$ cat src/design/dam_pkg.sv
package dam_pkg;

    localparam int PADDR_W      = 3;
    localparam int WINDOW_RESET = 8;
    localparam logic REG_WINDOW = 1'b0;

    typedef struct packed {
        logic              action;
        logic signed [15:0] dir_x;
        logic signed [15:0] dir_z;
    } in_t;

    typedef struct packed {
        logic signed [15:0] smooth_x;
        logic signed [15:0] smooth_z;
    } out_t;

    typedef enum logic [2:0] {
        N_IDLE,
        N_SQA,
        N_SQB,
        N_ROOT,
        N_LOAD,
        N_DIV
    } norm_state_t;

    typedef enum logic [2:0] {
        T_IDLE,
        T_NORM_IN,
        T_UPDATE,
        T_SHIFT,
        T_NORM_SUM,
        T_OUT
    } top_state_t;

    localparam logic ACT_CLEAR = 1'b1;

endpackage

$ cat src/design/dam_ring.sv
module dam_ring #(
    parameter int DEPTH = 64,
    parameter int AW    = 6
) (
    input  logic          clk,
    input  logic          we,
    input  logic [AW-1:0] waddr,
    input  logic [31:0]   wdata,
    input  logic [AW-1:0] raddr,
    output logic [31:0]   rdata
);

    logic [31:0] mem [DEPTH];
    logic [31:0] rdata_reg;

    always_ff @(posedge clk)
    begin
        if (we)
        begin
            mem[waddr] <= wdata;
        end
        rdata_reg <= mem[raddr];
    end

    assign rdata = rdata_reg;

endmodule

$ cat src/design/dam_norm.sv
module dam_norm (
    input  logic               clk,
    input  logic               rst_n,
    input  logic               start,
    input  logic signed [15:0] a,
    input  logic signed [15:0] b,
    output logic               done,
    output logic signed [15:0] ox,
    output logic signed [15:0] oz
);

    dam_pkg::norm_state_t state_reg, state_next;

    logic signed [15:0] a_reg, b_reg;
    logic [31:0] sq_reg;
    logic [59:0] src_reg;
    logic [33:0] rem_reg;
    logic [29:0] root_reg;
    logic [4:0]  cnt_reg;
    logic [15:0] num_reg;
    logic [30:0] drem_reg;
    logic [15:0] q_reg;
    logic        sel_reg;
    logic        done_reg;
    logic signed [15:0] ox_reg, oz_reg;

    logic signed [15:0] mul_in;
    logic signed [31:0] mul_p;
    logic [33:0] rem_sh, trial;
    logic        root_ge;
    logic signed [15:0] cur;
    logic [15:0] mag;
    logic [43:0] nnum;
    logic [30:0] dt;
    logic        div_ge;
    logic [15:0] q_fin, q_sat;
    logic signed [15:0] res;

    assign mul_in  = (state_reg == dam_pkg::N_SQA) ? a_reg : b_reg;
    assign mul_p   = mul_in * mul_in;
    assign rem_sh  = {rem_reg[31:0], src_reg[59:58]};
    assign trial   = {2'b00, root_reg, 2'b01};
    assign root_ge = rem_sh >= trial;
    assign cur     = sel_reg ? b_reg : a_reg;
    assign mag     = cur[15] ? 16'(-cur) : 16'(cur);
    assign nnum    = {mag, 28'b0} + {15'b0, root_reg[29:1]};
    assign dt      = {drem_reg[29:0], num_reg[15]};
    assign div_ge  = dt >= {1'b0, root_reg};
    assign q_fin   = {q_reg[14:0], div_ge};
    assign q_sat   = (q_fin > 16'd16384) ? 16'd16384 : q_fin;
    assign res     = cur[15] ? -$signed(q_sat) : $signed(q_sat);

    always_comb
    begin
        state_next = state_reg;
        case (state_reg)
            dam_pkg::N_IDLE:
            begin
                if (start && !(a == 16'sd0 && b == 16'sd0))
                begin
                    state_next = dam_pkg::N_SQA;
                end
            end
            dam_pkg::N_SQA:  state_next = dam_pkg::N_SQB;
            dam_pkg::N_SQB:  state_next = dam_pkg::N_ROOT;
            dam_pkg::N_ROOT:
            begin
                if (cnt_reg == 5'd0)
                begin
                    state_next = dam_pkg::N_LOAD;
                end
            end
            dam_pkg::N_LOAD: state_next = dam_pkg::N_DIV;
            dam_pkg::N_DIV:
            begin
                if (cnt_reg == 5'd0)
                begin
                    state_next = sel_reg ? dam_pkg::N_IDLE : dam_pkg::N_LOAD;
                end
            end
            default: state_next = dam_pkg::N_IDLE;
        endcase
    end

    always_ff @(posedge clk or negedge rst_n)
    begin
        if (!rst_n)
        begin
            state_reg <= dam_pkg::N_IDLE;
            done_reg  <= 1'b0;
        end
        else
        begin
            state_reg <= state_next;
            done_reg  <= (state_reg == dam_pkg::N_IDLE && start && a == 16'sd0 && b == 16'sd0)
                      || (state_reg == dam_pkg::N_DIV && cnt_reg == 5'd0 && sel_reg);
        end
    end

    always_ff @(posedge clk)
    begin
        case (state_reg)
            dam_pkg::N_IDLE:
            begin
                // results hold until the next start
                if (start)
                begin
                    a_reg   <= a;
                    b_reg   <= b;
                    sel_reg <= 1'b0;
                    ox_reg  <= 16'sd0;
                    oz_reg  <= 16'sd0;
                end
            end
            dam_pkg::N_SQA:
            begin
                sq_reg <= 32'(mul_p);
            end
            dam_pkg::N_SQB:
            begin
                src_reg  <= {sq_reg + 32'(mul_p), 28'b0};
                rem_reg  <= '0;
                root_reg <= '0;
                cnt_reg  <= 5'd29;
            end
            dam_pkg::N_ROOT:
            begin
                rem_reg  <= root_ge ? rem_sh - trial : rem_sh;
                root_reg <= {root_reg[28:0], root_ge};
                src_reg  <= {src_reg[57:0], 2'b00};
                cnt_reg  <= cnt_reg - 5'd1;
            end
            dam_pkg::N_LOAD:
            begin
                drem_reg <= {3'b000, nnum[43:16]};
                num_reg  <= nnum[15:0];
                q_reg    <= '0;
                cnt_reg  <= 5'd15;
            end
            dam_pkg::N_DIV:
            begin
                drem_reg <= div_ge ? dt - {1'b0, root_reg} : dt;
                num_reg  <= {num_reg[14:0], 1'b0};
                q_reg    <= q_fin;
                cnt_reg  <= cnt_reg - 5'd1;
                if (cnt_reg == 5'd0)
                begin
                    if (sel_reg)
                    begin
                        oz_reg <= res;
                    end
                    else
                    begin
                        ox_reg <= res;
                    end
                    sel_reg <= 1'b1;
                end
            end
            default: ;
        endcase
    end

    assign done = done_reg;
    assign ox   = ox_reg;
    assign oz   = oz_reg;

endmodule

$ cat src/design/direction_moving_average_top.sv
// channel | dir  | handshake        | word
// in      | in   | in_valid/ready   | dam_pkg::in_t  (action, dir_x, dir_z)
// out     | out  | out_valid/ready  | dam_pkg::out_t (smooth_x, smooth_z)
// cfg     | in   | APB, pready = 1  | window_size at byte address 0
// An update word runs from accept to in_ready through two normalizations on one
// shared unit (30-step square root, two 16-step divides) plus up to six sum
// shift steps. A zero vector or zero sum skips the arithmetic of its normalization.
// A clear word goes straight to the output state. in_ready is high only when idle.
// A finished word waits in the output register while out_ready is low.
// rst_n clears ring (valid bits), sums, write slot; window_size resets to 8.
module direction_moving_average_top #(
    parameter int WINDOW_MAX = 64
) (
    input  logic                         clk,
    input  logic                         rst_n,
    input  logic                         in_valid,
    output logic                         in_ready,
    input  dam_pkg::in_t                 in_data,
    output logic                         out_valid,
    input  logic                         out_ready,
    output dam_pkg::out_t                out_data,
    input  logic                         psel,
    input  logic                         penable,
    input  logic                         pwrite,
    input  logic [dam_pkg::PADDR_W-1:0]  paddr,
    input  logic [31:0]                  pwdata,
    output logic [31:0]                  prdata,
    output logic                         pready
);

    localparam int SLOT_W = (WINDOW_MAX > 1) ? $clog2(WINDOW_MAX) : 1;
    localparam int WIN_W  = $clog2(WINDOW_MAX + 1);
    localparam int SUM_W  = 16 + SLOT_W;
    localparam int WIN_RST = (dam_pkg::WINDOW_RESET > WINDOW_MAX) ? WINDOW_MAX
                                                                  : dam_pkg::WINDOW_RESET;

    dam_pkg::top_state_t state_reg, state_next;

    logic [WIN_W-1:0]        window_reg;
    logic [SLOT_W-1:0]       slot_reg;
    logic [WINDOW_MAX-1:0]   valid_reg;
    logic signed [SUM_W-1:0] sum_x_reg, sum_z_reg, sh_x_reg, sh_z_reg;
    logic                    out_valid_reg;
    dam_pkg::out_t           out_reg, res_reg;

    logic                    accept, cfg_wr, fits, norm_start, norm_done;
    logic signed [15:0]      norm_a, norm_b, nx, nz, old_x, old_z;
    logic [31:0]             rdata;
    logic [6:0]              w7;
    logic [WIN_W-1:0]        w_clamp, slot_inc;
    logic signed [SUM_W-1:0] new_x, new_z;

    assign accept = in_valid && in_ready;
    assign cfg_wr = psel && penable && pwrite && paddr[2] == dam_pkg::REG_WINDOW;
    assign w7     = pwdata[6:0];
    assign w_clamp = (w7 == 7'd0) ? WIN_W'(1)
                   : (int'(w7) > WINDOW_MAX) ? WIN_W'(WINDOW_MAX) : WIN_W'(w7);

    assign fits = (&sh_x_reg[SUM_W-1:15] || ~|sh_x_reg[SUM_W-1:15])
               && (&sh_z_reg[SUM_W-1:15] || ~|sh_z_reg[SUM_W-1:15]);

    assign norm_start = (state_reg == dam_pkg::T_IDLE && accept
                         && in_data.action != dam_pkg::ACT_CLEAR)
                     || (state_reg == dam_pkg::T_SHIFT && fits);
    assign norm_a = (state_reg == dam_pkg::T_IDLE) ? in_data.dir_x : 16'(sh_x_reg);
    assign norm_b = (state_reg == dam_pkg::T_IDLE) ? in_data.dir_z : 16'(sh_z_reg);

    dam_norm u_norm (
        .clk   (clk),
        .rst_n (rst_n),
        .start (norm_start),
        .a     (norm_a),
        .b     (norm_b),
        .done  (norm_done),
        .ox    (nx),
        .oz    (nz)
    );

    dam_ring #(
        .DEPTH (WINDOW_MAX),
        .AW    (SLOT_W)
    ) u_ring (
        .clk   (clk),
        .we    (state_reg == dam_pkg::T_UPDATE),
        .waddr (slot_reg),
        .wdata ({nx, nz}),
        .raddr (slot_reg),
        .rdata (rdata)
    );

    assign old_x    = valid_reg[slot_reg] ? rdata[31:16] : 16'sd0;
    assign old_z    = valid_reg[slot_reg] ? rdata[15:0]  : 16'sd0;
    assign new_x    = sum_x_reg + SUM_W'(nx) - SUM_W'(old_x);
    assign new_z    = sum_z_reg + SUM_W'(nz) - SUM_W'(old_z);
    assign slot_inc = WIN_W'(slot_reg) + WIN_W'(1);

    always_comb
    begin
        state_next = state_reg;
        case (state_reg)
            dam_pkg::T_IDLE:
            begin
                if (accept)
                begin
                    state_next = (in_data.action == dam_pkg::ACT_CLEAR) ? dam_pkg::T_OUT
                                                                        : dam_pkg::T_NORM_IN;
                end
            end
            dam_pkg::T_NORM_IN:
            begin
                if (norm_done)
                begin
                    state_next = dam_pkg::T_UPDATE;
                end
            end
            dam_pkg::T_UPDATE: state_next = dam_pkg::T_SHIFT;
            dam_pkg::T_SHIFT:
            begin
                if (fits)
                begin
                    state_next = dam_pkg::T_NORM_SUM;
                end
            end
            dam_pkg::T_NORM_SUM:
            begin
                if (norm_done)
                begin
                    state_next = dam_pkg::T_OUT;
                end
            end
            dam_pkg::T_OUT:
            begin
                if (!out_valid_reg || out_ready)
                begin
                    state_next = dam_pkg::T_IDLE;
                end
            end
            default: state_next = dam_pkg::T_IDLE;
        endcase
    end

    always_ff @(posedge clk or negedge rst_n)
    begin
        if (!rst_n)
        begin
            state_reg     <= dam_pkg::T_IDLE;
            window_reg    <= WIN_W'(WIN_RST);
            slot_reg      <= '0;
            valid_reg     <= '0;
            sum_x_reg     <= '0;
            sum_z_reg     <= '0;
            out_valid_reg <= 1'b0;
        end
        else
        begin
            state_reg <= state_next;
            if (cfg_wr)
            begin
                window_reg <= w_clamp;
                slot_reg   <= '0;
                valid_reg  <= '0;
                sum_x_reg  <= '0;
                sum_z_reg  <= '0;
            end
            else if (state_reg == dam_pkg::T_IDLE && accept
                     && in_data.action == dam_pkg::ACT_CLEAR)
            begin
                slot_reg  <= '0;
                valid_reg <= '0;
                sum_x_reg <= '0;
                sum_z_reg <= '0;
            end
            else if (state_reg == dam_pkg::T_UPDATE)
            begin
                sum_x_reg           <= new_x;
                sum_z_reg           <= new_z;
                valid_reg[slot_reg] <= 1'b1;
                slot_reg <= (slot_inc == window_reg) ? '0 : SLOT_W'(slot_inc);
            end
            if (state_reg == dam_pkg::T_OUT && (!out_valid_reg || out_ready))
            begin
                out_valid_reg <= 1'b1;
            end
            else if (out_ready)
            begin
                out_valid_reg <= 1'b0;
            end
        end
    end

    always_ff @(posedge clk)
    begin
        if (state_reg == dam_pkg::T_UPDATE)
        begin
            sh_x_reg <= new_x;
            sh_z_reg <= new_z;
        end
        else if (state_reg == dam_pkg::T_SHIFT && !fits)
        begin
            sh_x_reg <= sh_x_reg >>> 1;
            sh_z_reg <= sh_z_reg >>> 1;
        end
        if (state_reg == dam_pkg::T_IDLE)
        begin
            res_reg <= '0;
        end
        else if (state_reg == dam_pkg::T_NORM_SUM && norm_done)
        begin
            res_reg <= {nx, nz};
        end
        if (state_reg == dam_pkg::T_OUT && (!out_valid_reg || out_ready))
        begin
            out_reg <= res_reg;
        end
    end

    assign in_ready  = state_reg == dam_pkg::T_IDLE;
    assign out_valid = out_valid_reg;
    assign out_data  = out_reg;
    assign prdata    = 32'(window_reg);
    assign pready    = 1'b1;

`ifndef ASSERT_OFF
    a_slot_in_window: assert property (@(posedge clk) disable iff (!rst_n)
        WIN_W'(slot_reg) < window_reg)
        else $error("write slot outside window");

    a_done_expected: assert property (@(posedge clk) disable iff (!rst_n)
        norm_done |-> (state_reg == dam_pkg::T_NORM_IN || state_reg == dam_pkg::T_NORM_SUM))
        else $error("normalizer done while not waited for");

    a_clear_sums: assert property (@(posedge clk) disable iff (!rst_n)
        (accept && in_data.action == dam_pkg::ACT_CLEAR)
        |=> (sum_x_reg == '0 && sum_z_reg == '0 && valid_reg == '0))
        else $error("clear did not zero state");
`endif

endmodule
$ cat config.mk
export PLATFORM = sky130hd
export DESIGN_NAME = direction_moving_average_top
export DESIGN_NICKNAME = d
export VERILOG_FILES = /design/src/design/dam_pkg.sv /design/src/design/dam_ring.sv /design/src/design/dam_norm.sv /design/src/design/direction_moving_average_top.sv
export SDC_FILE = /design/constraint.sdc
export NUM_CORES = 2
export LEC_CHECK = 0
export ABC_AREA = 1
export BUFFER_PORTS_ARGS = -buffer_cell sky130_fd_sc_hd__buf_2
export CORE_MARGIN = 5
export CORE_UTILIZATION = 25
export CTS_CLUSTER_DIAMETER = 150
export DETAILED_ROUTE_END_ITERATION = 8
export GPL_TIMING_DRIVEN = 0
export REMOVE_ABC_BUFFERS = 1
export SLEW_MARGIN = 20
export SYNTH_ARGS = -nofsm -noshare
export SYNTH_HDL_FRONTEND = slang
export SYNTH_SLANG_ARGS = --single-unit
$ cat constraint.sdc
create_clock -name clk -period 13.5 [get_ports clk]
set_input_delay 4.05 -clock clk [delete_from_list [all_inputs] [get_ports clk]]
set_output_delay 4.05 -clock clk [all_outputs]
set_load 0.02 [all_outputs]
## Word-level counts from Yosys, hierarchy flattened

Memories as Yosys holds them, arrays and structs flattened. A register that Yosys moved wholly into a read port is not among the register bits.
Cells that the tools add are included.

| storage, ports and cells | value |
|---|---|
| register bits after elaboration | 522 |
| RAM bits | 2048 |
| input port bits | 75 |
| output and inout port bits | 67 |
| memories kept | 1 |

| cells by class | value |
|---|---|
| add/sub/neg operators | 12 |
| multipliers | 1 |
| $lt $le $gt $ge | 6 |
| equality and inequality tests | 22 |
| muxes and demuxes | 67 |
| bitwise gates (word level) | 3 |
| reduce and logical (&&, ||, !) cells | 54 |

Memory list:

| name | words | width | rd ports | clocked after memory_dff | wr ports | RTL line | text |
|---|---|---|---|---|---|---|---|
| u_ring.mem | 64 | 32 | 1 | 1 | 1 | dam_ring.sv:13 | `logic [31:0] mem [DEPTH];` |

Operator list:

| kind | number |
|---|---|
| two-way mux 16 bit | 14 |
| two-way mux 64 bit | 3 |
| two-way mux 22 bit | 8 |
| one-hot mux 30 bit (2 select lines) | 2 |
| one-hot mux 60 bit (2 select lines) | 1 |
| one-hot mux 16 bit (2 select lines) | 3 |
| OR 64 bit | 1 |
| one-hot mux 32 bit (2 select lines) | 1 |
| adder 22 x 16 -> 22 bit | 2 |
| adder 44 x 29 -> 44 bit | 1 |
| subtractor 22 x 16 -> 22 bit | 2 |
| two-way mux 21 bit | 2 |
| one-hot mux 3 bit (6 select lines) | 2 |
| greater-or-equal comparator 34 x 32 -> 1 bit | 1 |
| adder 32 bit | 1 |
| logical NOT 16 bit | 2 |
| multiplier 16 x 16 -> 32 bit | 1 |
| two-way mux 32 bit | 1 |
| negator 16 bit | 2 |
| subtractor 32 bit | 1 |
| greater-or-equal comparator 31 x 30 -> 1 bit | 1 |
| two-way mux 3 bit | 10 |
| two-way mux 30 bit | 1 |
| one-hot mux 15 bit (2 select lines) | 1 |
| 36 further kinds | 101 |

## Longest topological paths before layout

| depth | value |
|---|---|
| word-level depth | 10 |
| depth in mapped cells | 45 |
| gate-level depth less buffers | 43 |

## Cells and area by module

From an unflattened synthesis, not the netlist that was laid out.

| second synthesis, totals | value |
|---|---|
| cells, all modules | 11559 |
| area, all modules | 122462.5 um^2 |

By module, submodules not included:

| module | times used | cells each | area each (um^2) | seq. area each (um^2) |
|---|---|---|---|---|
| dam_ring | 1 | 6769 | 82738.1 | 62139.6 |
| dam_norm | 1 | 2953 | 25353.1 | 7787.5 |
| direction_moving_average_top | 1 | 1837 | 14371.3 | 6052.1 |

## Worst setup path before layout

OpenSTA, ideal clock, no wires.

| timing path | value |
|---|---|
| kind | register to register |
| start | register u_norm.state_reg[1] |
| end | register u_norm.src_reg[59] (data pin) |
| library setup time | 0.254 ns |
| arrival time | 7.841 ns |
| slack | 5.405 ns |
| cell stages (with the launch flop) | 40 |
| path buffers | 2 |
| cells stage by stage | dfrtp_1 -> nor2_1 -> nand2_1 -> buf_2 -> nand2_1 -> o21ai_2 -> inv_1 -> clkbuf_1 -> nor2_1 -> fa_1 -> inv_1 -> fa_1 -> inv_1 -> fa_1 -> fa_1 -> fa_1 -> fa_1 -> ha_1 -> (+4 left out) -> nand3_1 -> nand3_1 -> nand3_1 -> nand2_1 -> nand3_1 -> nand2_1 -> a31oi_1 -> xnor2_1 -> ha_1 -> inv_1 -> nor3_1 -> nor3b_1 -> a221oi_1 -> nand3b_1 -> nand2_1 -> nand2_1 -> nand3_1 -> nand2_1 |

| on the way | value |
|---|---|
| cells in the longest elaborated chain, start to end | 5 |
| elaborated cells between the ends (all ways) | 7 |

Ends and longest elaborated chain:

| element | RTL line | text |
|---|---|---|
| from (decl) | dam_norm.sv:12 | `dam_pkg::norm_state_t state_reg, state_next;` |
| from (signal assigned) | dam_norm.sv:89 | `state_reg <= dam_pkg::N_IDLE;` |
| from (signal assigned) | dam_norm.sv:94 | `state_reg <= state_next;` |
| equality test 3 x 1 -> 1 bit | dam_norm.sv:39 | `assign mul_in = (state_reg == dam_pkg::N_SQA) ? a_reg : b_reg;` |
| two-way mux 16 bit | dam_norm.sv:39 |  |
| multiplier 16 x 16 -> 32 bit | dam_norm.sv:40 | `assign mul_p = mul_in * mul_in;` |
| named net u_norm.mul_p[29] | dam_norm.sv:28 | `logic signed [31:0] mul_p;` |
| adder 32 bit | dam_norm.sv:121 | `src_reg <= {sq_reg + 32'(mul_p), 28'b0};` |
| one-hot mux 60 bit (2 select lines) | dam_norm.sv:102 | `case (state_reg)` |
| to (signal assigned) | dam_norm.sv:121 |  |
| to (signal assigned) | dam_norm.sv:130 | `src_reg <= {src_reg[57:0], 2'b00};` |
| to (decl) | dam_norm.sv:16 | `logic [59:0] src_reg;` |

The timed path passes the listed nets, and every way through them passes these cells. The select of a mux whose other input is x is not followed.
A chain may end at the register's enable or synchronous reset.

## Final worst setup path

| timing path | value |
|---|---|
| start | register u_norm.state_reg[0] |
| end | register u_norm.src_reg[59] (data pin) |

The elaborated chain is that of the path after synthesis.

==> flow_summary.ini <==
[run_status]
status = completed

[clock_tree]
cts_root_buf = clkbuf_16
cts_max_level = 5
cts_made_buffers = 282
cts_hold_buf = 0
cts_max_path_buffers = 4
cts.sinks = 2573
cts_repair_resize_count = 0
cts_tree = yes
path_clk_slew_ns = 0.06
clock_insertion_delay_worst_skew_ns = 0.88
cts_setup_buffers = 0

[grt]
grt_max_degree = 87
grt_remaining_overflow = 0
antenna_found_initial = 29
grt_use_met2 = 0.207
grtUsageMet1 = 0.182
busiest_layer = met2
grt_pass1_vias = 71400
grt_usage = 0.134
grt_pass1_wl_um = 479000
grt.met3_usage = 0.0330

[drt]
ant_nets = 0
drt_iter0_markers = 8046
drcViolationCount = 0
vias = 73800
first_pass_iters = 6
via_per_inst = 4.75
wire_per_inst_um = 21.2
routed_wl_um = 329000

[floorplanning]
rows = 248
core_area_sq_um = 456000
ios = 142
die_height_um = 686
dieArea_sq_um = 471000
initial_core_util = 0.251
dieWidth_um = 686

[synthesis]
synth_edf_count = 2380
syn_inst = 9070
synth_top_area_frac = 0.625
synth_seq_cells = 2573
async_reset_ff_frac = 0.0501
syn-cell-area_sq_um = 114000
synth-main-ff-cell = edfxtp_1
synth.area.top_cells = edfxtp_1 (63%), nand2_1 (5.3%), fa_1 (4.9%), inv_1 (3.1%), dfrtp_1 (2.8%)
synth_warnings = 0
synthDistinctLibCells = 70
synth_area_leader_cell = edfxtp_1
syn_avg_cell_area_sq_um = 12.6
ys_seq_area_frac = 0.665

[timing]
hold_viol = 0
layout_min_cycle_time_ns = 10.51
rsz0062_at_grt = no
finClkSkew_ns = 0.102
relSlewSlack = 0.217
holdWs_ns = 0.427
fmax_mhz = 95.1
worst_slew_pin_slew_ns = 1.17
finalCritPeriodShare = 0.779
fin_tns_setup_ns = 0
finalSetupViolations = 0
slew_viol_final = 0

[worst_hold_path]
holdPathEnd = out_data[10]
min_from = res_reg[10]
min_path_cells = 0
hold_path_class = reg2reg

[critical_path]
cp.required_ns = 13.98
end_kind = register
cp_max_fo = 34
startpoint = u_norm.state_reg[0]
crit_top_cell = nand2_1
r2r_end = u_norm.src_reg[59]
ff2ff_path_depth = 38
rrSetupSlack_ns = 2.99
crit_type = reg2reg
r2r_start = u_norm.state_reg[0]
cp.arrival_ns = 10.99
slowest_delay_ns = 0.86
critPathSlowestCell = fa_1
cp-start-kind = register

[pwr]
p_per_area_nw_per_um2 = 156
combPwrFrac = 0.216
switchingPower_uw = 6430
power.internal_uw = 14700
p_seq_frac = 0.425
fin_total_pwr_uw = 21100
switching_share = 0.304
p_clk_frac = 0.359
ir_worst_vdd_uv = 194
p_leak_uw = 0.0484

[placed_design]
port_buffers = 88
place_hpwl_um = 216000
gp_congestion = 0.838
place_inst = 15000

[cells_and_area]
stdcell_count = 15500
final_core_utilization = 0.297
area_growth_pct = 18.3
drive_above_1_share = 0.0945
nNetsFinal = 9912
largest_register_ffs = 2048

[run]
maxCapViolCount = 0
-- how the worst max path moves through the flow --
| stage | end | slack, ns | cells past startpoint |
|---|---|---|---|
| floorplan | u_norm.src_reg[59] | 4.91 | 38 |
| global placement | sh_x_reg[14] | -3.69 | 22 |
| detailed placement | u_norm.src_reg[59] | 3.16 | 38 |
| CTS | u_norm.src_reg[59] | 3.06 | 38 |
| global route | u_norm.src_reg[59] | 2.33 | 38 |
| finish | u_norm.src_reg[59] | 2.99 | 38 |
-- final cells by class --
class,count,area (sq um)
Antenna cell,10,25.0
Clock buffer,362,7620
Clock inverter,132,1380
Fill cell,45200,321000
Inverter,968,3700
Multi-Input combinational cell,5164,33500
Sequential cell,2573,76000
Tap cell,6000,7510
Timing Repair Buffer,337,5480
-- cells in the final DEF, fill, tap and decap left out, types with 82 or more instances in the layout --
cell type	instances
ha_1	232
nor2_1	510
a21oi_1	384
nand3_1	164
nand2_1	1622
a22o_1	200
buf_16	82
fa_1	279
clkbuf_16	289
a22oi_1	300
inv_1	942
o21ai_0	391
buf_8	95
buf_2	87
nand4_1	298
edfxtp_1	2380
a221oi_1	232
dfrtp_1	128
-- power groups by stage --
stage / sequential (uW) / combinational (uW) / clock (uW)
final: 8980 / 4570 / 7600
after global routing: 8990 / 4980 / 8030
after CTS: 8980 / 4530 / 7700
after detailed placement: 9140 / 4510 / 0
after global placement: 9150 / 4520 / 0
after floorplan: 9130 / 2690 / 0
-- cells by family (layout without fill, tap and decap cells) --
| logic type | count (synthesis) | in the layout | share of synthesized area |
|---|---|---|---|
| buffers and inverters | 1357 | 1799 | 0.0481 |
| other | 2 | 36 | 0.0000657 |
| flip-flops | 2573 | 2573 | 0.665 |
| multiplexers | 1 | 1 | 0.0000985 |
| XOR/XNOR | 133 | 133 | 0.0105 |
| AO/OA/AOI/OAI | 1690 | 1690 | 0.0986 |
| adder cells (fa/ha/maj) | 511 | 511 | 0.0743 |
| AND/OR/NAND/NOR | 2803 | 2803 | 0.103 |
-- per-layer routing --
metal	vias to the layer above	wire, um
li1	33100	-
met1	37000	137000
met2	3164	147000
met3	580	32900
met4	34	12000
met5	-	217
-- Yosys cell counts (8+ instances only) --
cell and number:
edfxtp_1 2380, nand2_1 1628, inv_1 948, nor2_1 585, o21ai_0 396, a21oi_1 384
a22oi_1 300, nand4_1 298, fa_1 279, a221oi_1 232, ha_1 232, a22o_1 200
nand3_1 166, clkbuf_1 155, buf_2 154, dfrtp_1 128, xor2_1 66, dfxtp_1 64
xnor2_1 62, buf_1 38, buf_4 32, nor3_1 29, a21o_1 25, a31oi_1 23
o21ai_1 21, or2_1 21, nor4_1 20, o21bai_1 16, o211ai_1 14, or2_2 14
o21a_1 13, o21ai_2 13, inv_2 11, nand2_2 11, nand3_2 10, a211oi_1 9
buf_6 9, o22ai_1 9, clkinv_1 8
-- worst max-delay path, delay by kind of cell (launching register included) --
family	cells	cell delay (ns)
compound gates	2	0.94
flops	1	0.35
xor+xnor	1	0.19
buf+inv	6	1.06
simple gates	21	3.50
fa+ha+maj	8	4.11
-- stage by stage --
step	setup WS, ns	cell area [sq um]
global placement	-3.69	120000
floorplan	4.91	112000
finish	2.99	135000
global route	2.33	135000
detailed placement	3.16	126000
CTS	3.06	135000
No activity file was read; power rests on OpenSTA's default activity.
